--- config.mk ---
export PLATFORM = sky130hd
export DESIGN_NAME = button_debounce_longpress_events_top
export DESIGN_NICKNAME = d
export VERILOG_FILES = /design/src/rtl/bdle_pkg.sv /design/src/rtl/bdle_front.sv /design/src/rtl/bdle_queue.sv /design/src/rtl/bdle_back.sv /design/src/rtl/button_debounce_longpress_events_top.sv
export SDC_FILE = /design/constraint.sdc
export NUM_CORES = 1
export LEC_CHECK = 0
export ABC_AREA = 1
export BUFFER_PORTS_ARGS = -buffer_cell sky130_fd_sc_hd__buf_2
export CORE_ASPECT_RATIO = 1.4
export CORE_UTILIZATION = 60
export CTS_BUF_LIST = sky130_fd_sc_hd__clkbuf_4 sky130_fd_sc_hd__clkbuf_8
export CTS_CLUSTER_DIAMETER = 150
export CTS_CLUSTER_SIZE = 16
export DETAILED_ROUTE_END_ITERATION = 16
export PLACE_DENSITY_LB_ADDON = 0.2
export SLEW_MARGIN = 5
export SYNTH_ARGS = -nofsm -noshare
export SYNTH_HDL_FRONTEND = slang
export SYNTH_SLANG_ARGS = --single-unit
--- constraint.sdc ---
create_clock -name clk -period 15.1 [get_ports clk]
set_input_delay 2.265 -clock clk [delete_from_list [all_inputs] [get_ports clk]]
set_output_delay 2.265 -clock clk [all_outputs]
set_load 0.02 [all_outputs]
--- src/rtl/bdle_pkg.sv ---
`timescale 1ns / 1ps

package bdle_pkg;

  localparam int TIME_BITS   = 32;
  localparam int SAMPLE_BITS = 10;
  localparam int DIFF_BITS   = SAMPLE_BITS + 2;

  localparam int LONG_BITS   = 16;
  localparam int DEB_BITS    = 8;
  localparam int TGT_BITS    = 10;
  localparam int ID_BITS     = 8;
  localparam int CODE_BITS   = 3;
  localparam int IDX_BITS    = 3;
  localparam int CFG_BITS    = 16;

  localparam int Q_DEPTH     = 4;
  localparam int Q_PTR_BITS  = $clog2(Q_DEPTH);
  localparam int Q_CNT_BITS  = $clog2(Q_DEPTH + 1);

  localparam logic [LONG_BITS-1:0] LONGPRESS_RESET = LONG_BITS'(1000);
  localparam logic [DEB_BITS-1:0]  DEBOUNCE_RESET  = DEB_BITS'(50);

  // register indexes
  localparam logic [IDX_BITS-1:0] REG_LONGPRESS = 3'd0;
  localparam logic [IDX_BITS-1:0] REG_DEBOUNCE  = 3'd1;
  localparam logic [IDX_BITS-1:0] REG_MODE      = 3'd2;
  localparam logic [IDX_BITS-1:0] REG_TARGET    = 3'd3;
  localparam logic [IDX_BITS-1:0] REG_DELTA     = 3'd4;
  localparam logic [IDX_BITS-1:0] REG_BUTTON    = 3'd5;

  // event codes
  localparam logic [CODE_BITS-1:0] EV_DOWN        = 3'd0;
  localparam logic [CODE_BITS-1:0] EV_UP          = 3'd1;
  localparam logic [CODE_BITS-1:0] EV_CLICK       = 3'd2;
  localparam logic [CODE_BITS-1:0] EV_LONGPRESS   = 3'd3;
  localparam logic [CODE_BITS-1:0] EV_HOLD        = 3'd4;
  localparam logic [CODE_BITS-1:0] EV_UNLONGPRESS = 3'd5;

  // events raised by one scan: one or two codes
  typedef struct packed {
    logic [ID_BITS-1:0]   id;
    logic                 two;
    logic [CODE_BITS-1:0] code0;
    logic [CODE_BITS-1:0] code1;
  } ev_entry_t;

endpackage

--- src/rtl/bdle_front.sv ---
`timescale 1ns / 1ps

module bdle_front (
  input  logic                                  clk,
  input  logic                                  rst,
  input  logic                                  take,
  input  logic                                  level,
  input  logic [bdle_pkg::SAMPLE_BITS-1:0]      analog_sample,
  input  logic [bdle_pkg::TIME_BITS-1:0]        now_ms,
  input  logic                                  cfg_we,
  input  logic [bdle_pkg::IDX_BITS-1:0]         cfg_index,
  input  logic [bdle_pkg::CFG_BITS-1:0]         cfg_data,
  output logic                                  q_push,
  output bdle_pkg::ev_entry_t                   q_entry
);

  logic [bdle_pkg::LONG_BITS-1:0]   longpress_ms;
  logic [bdle_pkg::DEB_BITS-1:0]    settle_ms;
  logic                             analog_mode;
  logic [bdle_pkg::SAMPLE_BITS-1:0] analog_target;
  logic [bdle_pkg::SAMPLE_BITS-1:0] analog_delta;
  logic [bdle_pkg::ID_BITS-1:0]     button_number;

  logic                             previous_level;
  logic [bdle_pkg::TIME_BITS-1:0]   debounce_stamp;
  logic [bdle_pkg::TIME_BITS-1:0]   press_stamp;
  logic                             press_active;
  logic                             long_pressed;

  logic                             previous_level_next;
  logic [bdle_pkg::TIME_BITS-1:0]   debounce_stamp_next;
  logic [bdle_pkg::TIME_BITS-1:0]   press_stamp_next;
  logic                             press_active_next;
  logic                             long_pressed_next;

  logic signed [bdle_pkg::DIFF_BITS-1:0] diff;
  logic signed [bdle_pkg::DIFF_BITS-1:0] dlt;
  logic                             pressed;
  logic                             changed;
  logic [bdle_pkg::TIME_BITS-1:0]   stable_for;
  logic [bdle_pkg::TIME_BITS-1:0]   held_for;
  logic                             settled;

  always_ff @(posedge clk) begin
    if (rst) begin
      longpress_ms  <= bdle_pkg::LONGPRESS_RESET;
      settle_ms     <= bdle_pkg::DEBOUNCE_RESET;
      analog_mode   <= 1'b0;
      analog_target <= '0;
      analog_delta  <= '0;
      button_number <= '0;
    end else if (cfg_we) begin
      case (cfg_index)
        bdle_pkg::REG_LONGPRESS: longpress_ms  <= cfg_data[bdle_pkg::LONG_BITS-1:0];
        bdle_pkg::REG_DEBOUNCE:  settle_ms     <= cfg_data[bdle_pkg::DEB_BITS-1:0];
        bdle_pkg::REG_MODE:      analog_mode   <= cfg_data[0];
        bdle_pkg::REG_TARGET:    analog_target <= cfg_data[bdle_pkg::SAMPLE_BITS-1:0];
        bdle_pkg::REG_DELTA:     analog_delta  <= cfg_data[bdle_pkg::SAMPLE_BITS-1:0];
        bdle_pkg::REG_BUTTON:    button_number <= cfg_data[bdle_pkg::ID_BITS-1:0];
        default: ;
      endcase
    end
  end

  always_comb begin
    diff    = $signed({2'b00, analog_sample}) - $signed({2'b00, analog_target});
    dlt     = $signed({2'b00, analog_delta});
    pressed = analog_mode ? ((diff < dlt) && (diff > -dlt)) : level;
    changed = (pressed != previous_level);
    // a fresh change restarts the window, so nothing elapsed yet
    stable_for = changed ? '0 : (now_ms - debounce_stamp);
    held_for   = now_ms - press_stamp;
    settled    = (stable_for > bdle_pkg::TIME_BITS'(settle_ms));

    previous_level_next = pressed;
    debounce_stamp_next = changed ? now_ms : debounce_stamp;
    press_stamp_next    = press_stamp;
    press_active_next   = press_active;
    long_pressed_next   = long_pressed;

    q_push        = 1'b0;
    q_entry.id    = button_number;
    q_entry.two   = 1'b0;
    q_entry.code0 = bdle_pkg::EV_DOWN;
    q_entry.code1 = bdle_pkg::EV_HOLD;

    if (settled) begin
      if (pressed) begin
        if (press_active) begin
          if (!long_pressed && (held_for >= bdle_pkg::TIME_BITS'(longpress_ms))) begin
            long_pressed_next = 1'b1;
            q_push            = 1'b1;
            q_entry.two       = 1'b1;
            q_entry.code0     = bdle_pkg::EV_LONGPRESS;
            q_entry.code1     = bdle_pkg::EV_HOLD;
          end else if (long_pressed) begin
            q_push        = 1'b1;
            q_entry.code0 = bdle_pkg::EV_HOLD;
          end
        end else begin
          q_push            = 1'b1;
          q_entry.code0     = bdle_pkg::EV_DOWN;
          press_stamp_next  = now_ms;
          press_active_next = 1'b1;
        end
      end else if (press_active) begin
        q_push = 1'b1;
        if (!long_pressed) begin
          q_entry.two   = 1'b1;
          q_entry.code0 = bdle_pkg::EV_UP;
          q_entry.code1 = bdle_pkg::EV_CLICK;
        end else begin
          q_entry.code0     = bdle_pkg::EV_UNLONGPRESS;
          long_pressed_next = 1'b0;
        end
        press_active_next = 1'b0;
      end
    end
    q_push = q_push & take;
  end

  always_ff @(posedge clk) begin
    if (rst) begin
      previous_level <= 1'b0;
      debounce_stamp <= '0;
      press_stamp    <= '0;
      press_active   <= 1'b0;
      long_pressed   <= 1'b0;
    end else if (take) begin
      previous_level <= previous_level_next;
      debounce_stamp <= debounce_stamp_next;
      press_stamp    <= press_stamp_next;
      press_active   <= press_active_next;
      long_pressed   <= long_pressed_next;
    end
  end

  // a long press is only ever tracked inside an active press
  a_long_needs_press: assert property (@(posedge clk) disable iff (rst)
    long_pressed |-> press_active) else $error("long press without active press");

  a_two_codes: assert property (@(posedge clk) disable iff (rst)
    (q_push && q_entry.two) |->
      (q_entry.code1 == bdle_pkg::EV_CLICK || q_entry.code1 == bdle_pkg::EV_HOLD))
    else $error("bad second event");

endmodule

--- src/rtl/bdle_queue.sv ---
`timescale 1ns / 1ps

module bdle_queue (
  input  logic                clk,
  input  logic                rst,
  input  logic                wr,
  input  bdle_pkg::ev_entry_t wr_entry,
  input  logic                rd,
  output bdle_pkg::ev_entry_t rd_entry,
  output logic                full,
  output logic                avail
);

  bdle_pkg::ev_entry_t               mem [bdle_pkg::Q_DEPTH];
  logic [bdle_pkg::Q_PTR_BITS-1:0]   wptr;
  logic [bdle_pkg::Q_PTR_BITS-1:0]   rptr;
  logic [bdle_pkg::Q_CNT_BITS-1:0]   count;
  logic                              do_rd;

  function automatic logic [bdle_pkg::Q_CNT_BITS-1:0] Q_CNT(input logic b);
    Q_CNT = {{(bdle_pkg::Q_CNT_BITS-1){1'b0}}, b};
  endfunction

  assign full     = (count == bdle_pkg::Q_CNT_BITS'(bdle_pkg::Q_DEPTH));
  assign avail    = (count != '0);
  assign do_rd    = rd && avail;
  assign rd_entry = mem[rptr];

  always_ff @(posedge clk) begin
    if (wr) begin
      mem[wptr] <= wr_entry;
    end
  end

  always_ff @(posedge clk) begin
    if (rst) begin
      wptr  <= '0;
      rptr  <= '0;
      count <= '0;
    end else begin
      if (wr) begin
        wptr <= wptr + 1'b1;
      end
      if (do_rd) begin
        rptr <= rptr + 1'b1;
      end
      count <= count + Q_CNT(wr) - Q_CNT(do_rd);
    end
  end

  a_no_overflow: assert property (@(posedge clk) disable iff (rst)
    count <= bdle_pkg::Q_CNT_BITS'(bdle_pkg::Q_DEPTH)) else $error("queue overflow");

endmodule

--- src/rtl/bdle_back.sv ---
`timescale 1ns / 1ps

module bdle_back (
  input  logic                          clk,
  input  logic                          rst,
  input  logic                          q_avail,
  input  bdle_pkg::ev_entry_t           q_entry,
  output logic                          q_pop,
  input  logic                          pop,
  output logic                          empty,
  output logic [bdle_pkg::ID_BITS-1:0]  button_id,
  output logic [bdle_pkg::CODE_BITS-1:0] event_code,
  output logic                          last
);

  bdle_pkg::ev_entry_t cur;
  logic                cur_valid;
  logic                sel;
  logic                taken;
  logic                done;

  assign empty      = !cur_valid;
  assign button_id  = cur.id;
  assign event_code = sel ? cur.code1 : cur.code0;
  assign last       = !cur.two || sel;
  assign taken      = pop && cur_valid;
  assign done       = taken && last;
  // refill the output register when it is free or its last event leaves
  assign q_pop      = (!cur_valid || done) && q_avail;

  always_ff @(posedge clk) begin
    if (q_pop) begin
      cur <= q_entry;
    end
  end

  always_ff @(posedge clk) begin
    if (rst) begin
      cur_valid <= 1'b0;
      sel       <= 1'b0;
    end else begin
      if (!cur_valid || done) begin
        cur_valid <= q_avail;
        sel       <= 1'b0;
      end else if (taken) begin
        sel <= 1'b1;
      end
    end
  end

  a_sel_needs_two: assert property (@(posedge clk) disable iff (rst)
    (cur_valid && sel) |-> cur.two) else $error("second event of single entry");

  a_second_follows: assert property (@(posedge clk) disable iff (rst)
    (taken && cur.two && !sel) |=> (!empty && sel)) else $error("second event lost");

endmodule

--- src/rtl/button_debounce_longpress_events_top.sv ---
`timescale 1ns / 1ps
// Channel  | Direction | Handshake         | Payload
// scan     | in        | push / full       | level, analog_sample, now_ms
// event    | out       | empty / pop       | button_id, event_code, last
// config   | in        | cfg_valid / ready | cfg_index, cfg_data
//
// One scan is taken every cycle while the event queue has room; a scan's
// events pass through the queue and then the output register to the result ports.
// Events leave one per cycle while pop is held; a two-event scan occupies
// the output for two pops; a four-entry queue absorbs bursts between sides.
// Reset is synchronous and restores state and registers; no clearing pass.
// full rises only when all four queue entries are occupied, even with pop held.

module button_debounce_longpress_events_top (
  input  logic                                  clk,
  input  logic                                  rst,
  input  logic                                  push,
  output logic                                  full,
  input  logic                                  level,
  input  logic [bdle_pkg::SAMPLE_BITS-1:0]      analog_sample,
  input  logic [bdle_pkg::TIME_BITS-1:0]        now_ms,
  output logic                                  empty,
  input  logic                                  pop,
  output logic [bdle_pkg::ID_BITS-1:0]          button_id,
  output logic [bdle_pkg::CODE_BITS-1:0]        event_code,
  output logic                                  last,
  input  logic                                  cfg_valid,
  output logic                                  cfg_ready,
  input  logic [bdle_pkg::IDX_BITS-1:0]         cfg_index,
  input  logic [bdle_pkg::CFG_BITS-1:0]         cfg_data
);

  logic                take;
  logic                f_push;
  bdle_pkg::ev_entry_t f_entry;
  logic                q_pop;
  bdle_pkg::ev_entry_t q_entry;
  logic                q_avail;

  assign cfg_ready = 1'b1;
  assign take      = push && !full;

  bdle_front u_front (
    .clk           (clk),
    .rst           (rst),
    .take          (take),
    .level         (level),
    .analog_sample (analog_sample),
    .now_ms        (now_ms),
    .cfg_we        (cfg_valid && cfg_ready),
    .cfg_index     (cfg_index),
    .cfg_data      (cfg_data),
    .q_push        (f_push),
    .q_entry       (f_entry)
  );

  bdle_queue u_queue (
    .clk      (clk),
    .rst      (rst),
    .wr       (f_push),
    .wr_entry (f_entry),
    .rd       (q_pop),
    .rd_entry (q_entry),
    .full     (full),
    .avail    (q_avail)
  );

  bdle_back u_back (
    .clk        (clk),
    .rst        (rst),
    .q_avail    (q_avail),
    .q_entry    (q_entry),
    .q_pop      (q_pop),
    .pop        (pop),
    .empty      (empty),
    .button_id  (button_id),
    .event_code (event_code),
    .last       (last)
  );

endmodule
==> reports/results.tsv, run 1 <==
metric	value	unit
setup_violations	0	
syn2layout_area_growth	6.858	%
first_pass_iters	5	
min_from	u_front.press_stamp[0]	
clk_latency	0.51	ns
final_cell_mix	nand2_1 (493), inv_1 (334), nor2_1 (208)	
n_fill_cell	2082	
syn_inst	2012	
ys_seq_area_share	33.56	%
fin_crit_sh	55.08	%
setup_tns	0	ns
ios	82	
tightestPinTransition	1.273	ns
htree_num_levels	4	
hold_violations	0	
maxSlewHeadroom	14.83	%
core_area	0.02269	mm2
pre_cts_slack	6.297	ns
skew	0.02577	ns
status	complete, no violations	
r2r_cells	39	
cp.required	15.22	ns
rows	65	
finalWirelength	36180	um
drc	0	
vias	12850	
syn_nets	2207	
cts_buffers	17	
p_leak	0.007013	uW
grtUsageTotal	31.40	%
p_comb_share	45.0	%
cp.depth	39	
swShare	43.78	%
p_sw	825.1	uW
viasPerCell	5.398	
p_per_area	126.3	mW/mm2
ir_worst_vdd	0.0001016	V
cp_slowest_cell	nor2_1	
slew_violations	0	
root_buffer	clkbuf_8	
wl_per_cell	15.20	um
critPathKind	primary input to flop	
crit_buf_inv	3	
postCtsResizedCells	0	
clock_path_buffers	2	
yosysTopAreaCell	dfxtp_1	
grt_pass1_wl	58000	um
pwr-share-clk	18.8	%
clk_pin_slew	0.11	ns
r2r_slack	8.27	ns
worstSetupStartpointType	primary input	
initial_core_util	61.52	%
synth.distinct_cells	46	
ant_nets	0	
gp_congestion	1.014	
avgSynthCellArea	6.938	um2
reg2reg_to	u_queue.mem[2][1]	
path_max_fanout	14	
min_path_type	flop to flop	
fp.dieH	182.5	um
intPower	1059	uW
antenna_found_initial	0	
cp-end-kind	flop	
critical-path-max-stage-delay	0.96	ns
drive_gt1_share	8.462	%
hold_buffers	0	
rsz0062_at_grt	false	
nNetsFinal	2262	
ys_ff_latch	199	
drv_cap	0	
grt_max_degree	75	
drtIter0Drc	711	
cp_top_family	simple AND/OR/NAND/NOR gates	
cts_setup_buffers	0	
synth_area	0.01396	mm2
grt_pass1_vias	12360	
cts_sinks	199	
cp_common_cell	nor2_1	
pwr-share-seq	36.1	%
die_area	0.02389	mm2
die_x	130.9	um
cp.arrival	8.44	ns
fin_crit	8.318	ns
yosysTopAreaCellShare	18.50	%
hold_path_end	u_front.press_stamp[0]	
antenna_cells	0	
dp_hpwl	28850	um
r2r_start	u_front.analog_target[2]	
numPortBuffers	80	
setup_slack	6.782	ns
cts_tree	yes	
overflow	0	
layout_commonest_cell	nand2_1	
max_freq	0.1202	GHz
yosys_warnings	0	
min_delay_path_depth	2	
yosys-top-cells-area	dfxtp_1 (19%), edfxtp_1 (15%), nand2_1 (13%), ha_1 (11%), inv_1 (9.0%)	
-- routing by layer --
metal	vias up	wire length (um)	global-route usage, %
met4	0	1692	16.14
met1	5808	14270	33.41
met2	344	18850	58.79
met5	-	0	0
met3	95	1367	4.280
li1	6606	-	-
-- cell type report --
| type | count | area [um2] | area share, % |
|---|---|---|---|
| Inverter | 353 | 1325 | 8.883 |
| Clock buffer | 17 | 234.0 | 1.569 |
| Timing Repair Buffer | 84 | 430.4 | 2.886 |
| Sequential cell | 199 | 4684 | 31.41 |
| Multi-Input combinational cell | 1412 | 7692 | 51.57 |
| Clock inverter | 15 | 172.7 | 1.158 |
| Tap cell | 301 | 376.6 | 2.525 |
-- tightest hold or removal path, stage by stage, from the launching register on --
cell,delay [ns]
dfxtp_1,0.33
inv_1,0.05
a21oi_1,0.05
-- synth_stat cells (all sizes together) --
| cell type | number |
|---|---|
| xor2 | 30 |
| nor3b | 1 |
| clkinv | 3 |
| buf | 20 |
| nand2 | 495 |
| nand3b | 18 |
| o21ai | 154 |
| nand4 | 39 |
| o21bai | 5 |
| edfxtp | 70 |
| nor3 | 19 |
| a31oi | 3 |
| nand3 | 75 |
| fa | 4 |
| dfxtp | 129 |
| ha | 124 |
| o211ai | 13 |
| or2 | 3 |
| o21a | 2 |
| a211oi | 4 |
| a21oi | 173 |
| o221ai | 1 |
| inv | 350 |
| nor2 | 214 |
| conb | 1 |
| and2 | 3 |
| o22ai | 14 |
| and3 | 1 |
| clkbuf | 28 |
| xnor2 | 12 |
| o31ai | 1 |
| a21o | 2 |
| nor4 | 1 |
-- logic make-up after synthesis --
| family | count (synthesis) | synth area share, % |
|---|---|---|
| AND/OR/NAND/NOR | 869 | 25.98 |
| buffers and inverters | 401 | 11.33 |
| AO/OA/AOI/OAI | 372 | 14.78 |
| flip-flops | 199 | 33.56 |
| adder cells (fa/ha/maj) | 128 | 11.69 |
| XOR/XNOR | 42 | 2.635 |
| other | 1 | 0.02687 |
-- flip-flops by register name (all words and copies together), names as in the netlist, 2 cells and up --
| signal | cells |
|---|---|
| u_queue.mem | 56 |
| u_front.debounce_stamp | 32 |
| u_front.press_stamp | 32 |
| u_front.longpress_ms | 16 |
| u_front.analog_delta | 10 |
| u_front.analog_target | 10 |
| u_back.button_id | 8 |
| u_front.button_number | 8 |
| u_front.settle_ms | 8 |
| u_back.cur | 6 |
| u_queue.count | 3 |
| u_queue.rptr | 2 |
| u_queue.wptr | 2 |
-- worst max path at each step --
stage                                 from                  to  slack [ns]
after global placement    analog_sample[2]   u_queue.mem[2][5]        6.67
after detailed placement  analog_sample[2]  u_queue.mem[2][13]        6.30
after global routing      analog_sample[2]   u_queue.mem[2][6]        6.20
final                     analog_sample[2]   u_queue.mem[2][1]        6.78
after floorplan           analog_sample[2]  u_queue.mem[0][10]        7.54
after CTS                 analog_sample[2]   u_queue.mem[2][1]        6.83
-- power by group through the flow --
stage | sequential (uW) | combinational, uW | clock [uW]
2_1_floorplan | 674 | 658 | 0
3_3_place_gp | 689 | 816 | 0
3_5_place_dp | 693 | 839 | 0
4_1_cts | 681 | 843 | 360
5_1_grt | 692 | 962 | 381
6_report | 681 | 849 | 355
-- stage by stage --
stage	total power, uW	instances	utilization (%)	instance area (um2)	hold slack, ns
2_1_floorplan	1332	2012	-	13960	0.4274
3_3_place_gp	1505	2349	63.94	14510	0.4391
3_5_place_dp	1532	2349	63.94	14510	0.4432
4_1_cts	1884	2381	65.73	14920	0.4588
5_1_grt	2034	2381	65.73	14920	0.4815
6_report	1884	2381	65.73	14920	0.4579
No activity file was read; power rests on OpenSTA's default activity.
==> run 2, diff against run 1 <==
--- a/config.mk
+++ b/config.mk
@@ -5,7 +5,7 @@
 export SDC_FILE = /design/constraint.sdc
 export NUM_CORES = 1
 export LEC_CHECK = 0
-export ABC_AREA = 1
+export ABC_AREA = 0
 export BUFFER_PORTS_ARGS = -buffer_cell sky130_fd_sc_hd__buf_2
 export CORE_ASPECT_RATIO = 1.4
 export CORE_UTILIZATION = 60
==> constraint.sdc (replaced) <==
create_clock -name clk -period 8.4 [get_ports clk]
set_input_delay 1.26 -clock clk [delete_from_list [all_inputs] [get_ports clk]]
set_output_delay 1.26 -clock clk [all_outputs]
set_load 0.02 [all_outputs]
==> reports/results.tsv, run 2 <==
metric	value	unit
ir_worst_vdd	0.0001092	V
drive_gt1_share	10.36	%
synth-edff-count	70	
grt_pass1_wl	50630	um
viasPerCell	5.895	
largest_reg_flops	56	
p_leak	0.005665	uW
fin_crit	7.920	ns
p_comb_share	37.3	%
wl_per_cell	16.61	um
setup_violations	0	
maxSlewHeadroom	17.51	%
ys_seq_area_share	35.92	%
drtIter0Drc	686	
max_freq	0.1263	GHz
dp_hpwl	23570	um
syn2layout_area_growth	8.097	%
die_x	126.6	um
core_area	0.02128	mm2
grtUsageTotal	28.73	%
yosysMostFrequentCell	nand2_1	
hold_buffers	0	
post-route-util	66.24	%
drv_cap	0	
clk_pin_slew	0.11	ns
hold_ws	0.4599	ns
fin_crit_sh	94.29	%
top_register	u_queue.mem	
dp_cells	1809	
avgSynthCellArea	8.598	um2
cp_slowest_cell	or4_4	
clock_path_buffers	2	
antenna_found_initial	0	
syn_nets	1712	
intPower	1832	uW
p_sw	1112	uW
hold_violations	0	
cp_common_cell	a21o_1	
yosys-top-cells-count	nand2_1 (226), a21oi_1 (174), inv_1 (142)	
path_max_fanout	5	
critical-path-max-stage-delay	0.53	ns
pwr-share-clk	22.1	%
antenna_cells	0	
synth_area	0.01304	mm2
gp_congestion	0.9331	
ios	82	
critPathKind	primary input to flop	
cp-end-kind	flop	
synth-async-reset-ratio	0	%
layoutNonFillerInstCount	1843	
drc	0	
yosys_warnings	0	
p_per_area	208.8	mW/mm2
grt_pass1_vias	10810	
initial_core_util	61.28	%
synth.distinct_cells	82	
vias	10870	
cts_sinks	199	
worstSetupStartpointType	primary input	
syn_inst	1517	
tightestPinTransition	1.237	ns
die_area	0.02234	mm2
grt_max_degree	84	
slew_violations	0	
crit_buf_inv	2	
status	complete, no violations	
cts_buffers	17	
yosysTopAreaCell	dfxtp_1	
yosysTopAreaCellShare	19.80	%
clk_latency	0.51	ns
ys_ff_latch	199	
fp.dieH	176.5	um
skew	0.02342	ns
cp_top_family	compound AO/OA/AOI/OAI gates	
overflow	0	
layout_commonest_cell	nand2_1	
numPortBuffers	80	
rows	63	
first_pass_iters	6	
nNetsFinal	1765	
cp.arrival	8.28	ns
pwr-share-seq	40.6	%
htree_num_levels	4	
swShare	37.77	%
root_buffer	clkbuf_8	
ant_nets	0	
cts_tree	yes	
cp.required	8.76	ns
final_cell_mix	nand2_1 (226), a21oi_1 (173), inv_1 (142)	
synth-main-ff-cell	dfxtp_1	
yosys-top-cells-area	dfxtp_1 (20%), edfxtp_1 (16%), ha_1 (12%), a21oi_1 (6.7%), nand2_1 (6.5%)	
min_path_type	flop to flop	
finalWirelength	30600	um
reg.largest.list	u_queue.mem (56), u_front.debounce_stamp (32), u_front.press_stamp (32)	
-- run 2: worst paths after layout --
kind	start	endpoint	slack [ns]	cells after the start
worst min-delay path	u_front.longpress_ms[15]	u_front.longpress_ms[15]	0.46	2
worst min register to register	u_front.longpress_ms[15]	u_front.longpress_ms[15]	0.46	2
worst max register to register	u_front.analog_target[1]	u_queue.count[2]	0.96	36
worst max-delay path	analog_sample[1]	u_queue.count[2]	0.48	36
-- run 2: worst register-to-register path: cells and delay by family, from the launching register on --
| family | cells | cell delay [ns] |
|---|---|---|
| flops | 1 | 0.34 |
| simple gates | 10 | 1.84 |
| xor+xnor | 4 | 0.81 |
| fa+ha+maj | 5 | 1.27 |
| buf+inv | 2 | 0.13 |
| compound gates | 15 | 2.92 |
-- run 2: logic make-up after synthesis --
logic type                 after synthesis  synth area share [%]
buffers and inverters                  208                 6.696
other                                    1               0.02875
adders and majority gates              128                 12.51
DFF                                    199                 35.92
AOI/OAI and AO/OA                      390                 18.57
muxes                                   51                 5.286
xor gates and xnor gates                67                 4.499
and+or+nand+nor                        473                 16.49
-- run 2: final cells by class --
cell class,instances,area (um2)
well taps,260,325.3
flip-flops and latches,199,4684
multi-input cells,1110,7521
clock inverters,14,175.2
fillers,1838,7184
clock buffers,18,247.7
inverters,143,536.8
repair buffers,99,608.1
-- run 2: power groups by stage --
stage	clock network, uW	logic (uW)	registers [uW]
detailed placement	0	1090	1220
floorplan	0	865	1190
global placement	0	1060	1220
finish	650	1100	1200
CTS	665	1090	1200
global route	699	1220	1210
-- run 2: per-stage QoR --
stage	TNS, ns	area, um2	total power, uW	setup WS (ns)
CTS	0	14060	2955	0.3109
global placement	-0.03013	13640	2274	-0.03013
detailed placement	-1.160	13640	2305	-0.2136
floorplan	0	13050	2050	0.07801
finish	0	14100	2944	0.4797
global route	-0.02069	14100	3133	-0.02069
-- run 2: repair_timing --
| action | CTS | global route |
|---|---|---|
| resized for setup | 0 | 5 |
| buffers inserted | 0 | 2 |
| endpoints found under the setup margin | 0 | 90 |
-- run 2: per-layer routing --
metal / track usage [%] / wire, um / vias up
met1: 30.35 / 12100 / 5122
li1: - / - / 5441
met3: 3.970 / 921 / 76
met2: 55.09 / 16320 / 226
met5: 0 / 0 / -
met4: 14.51 / 1258 / 0
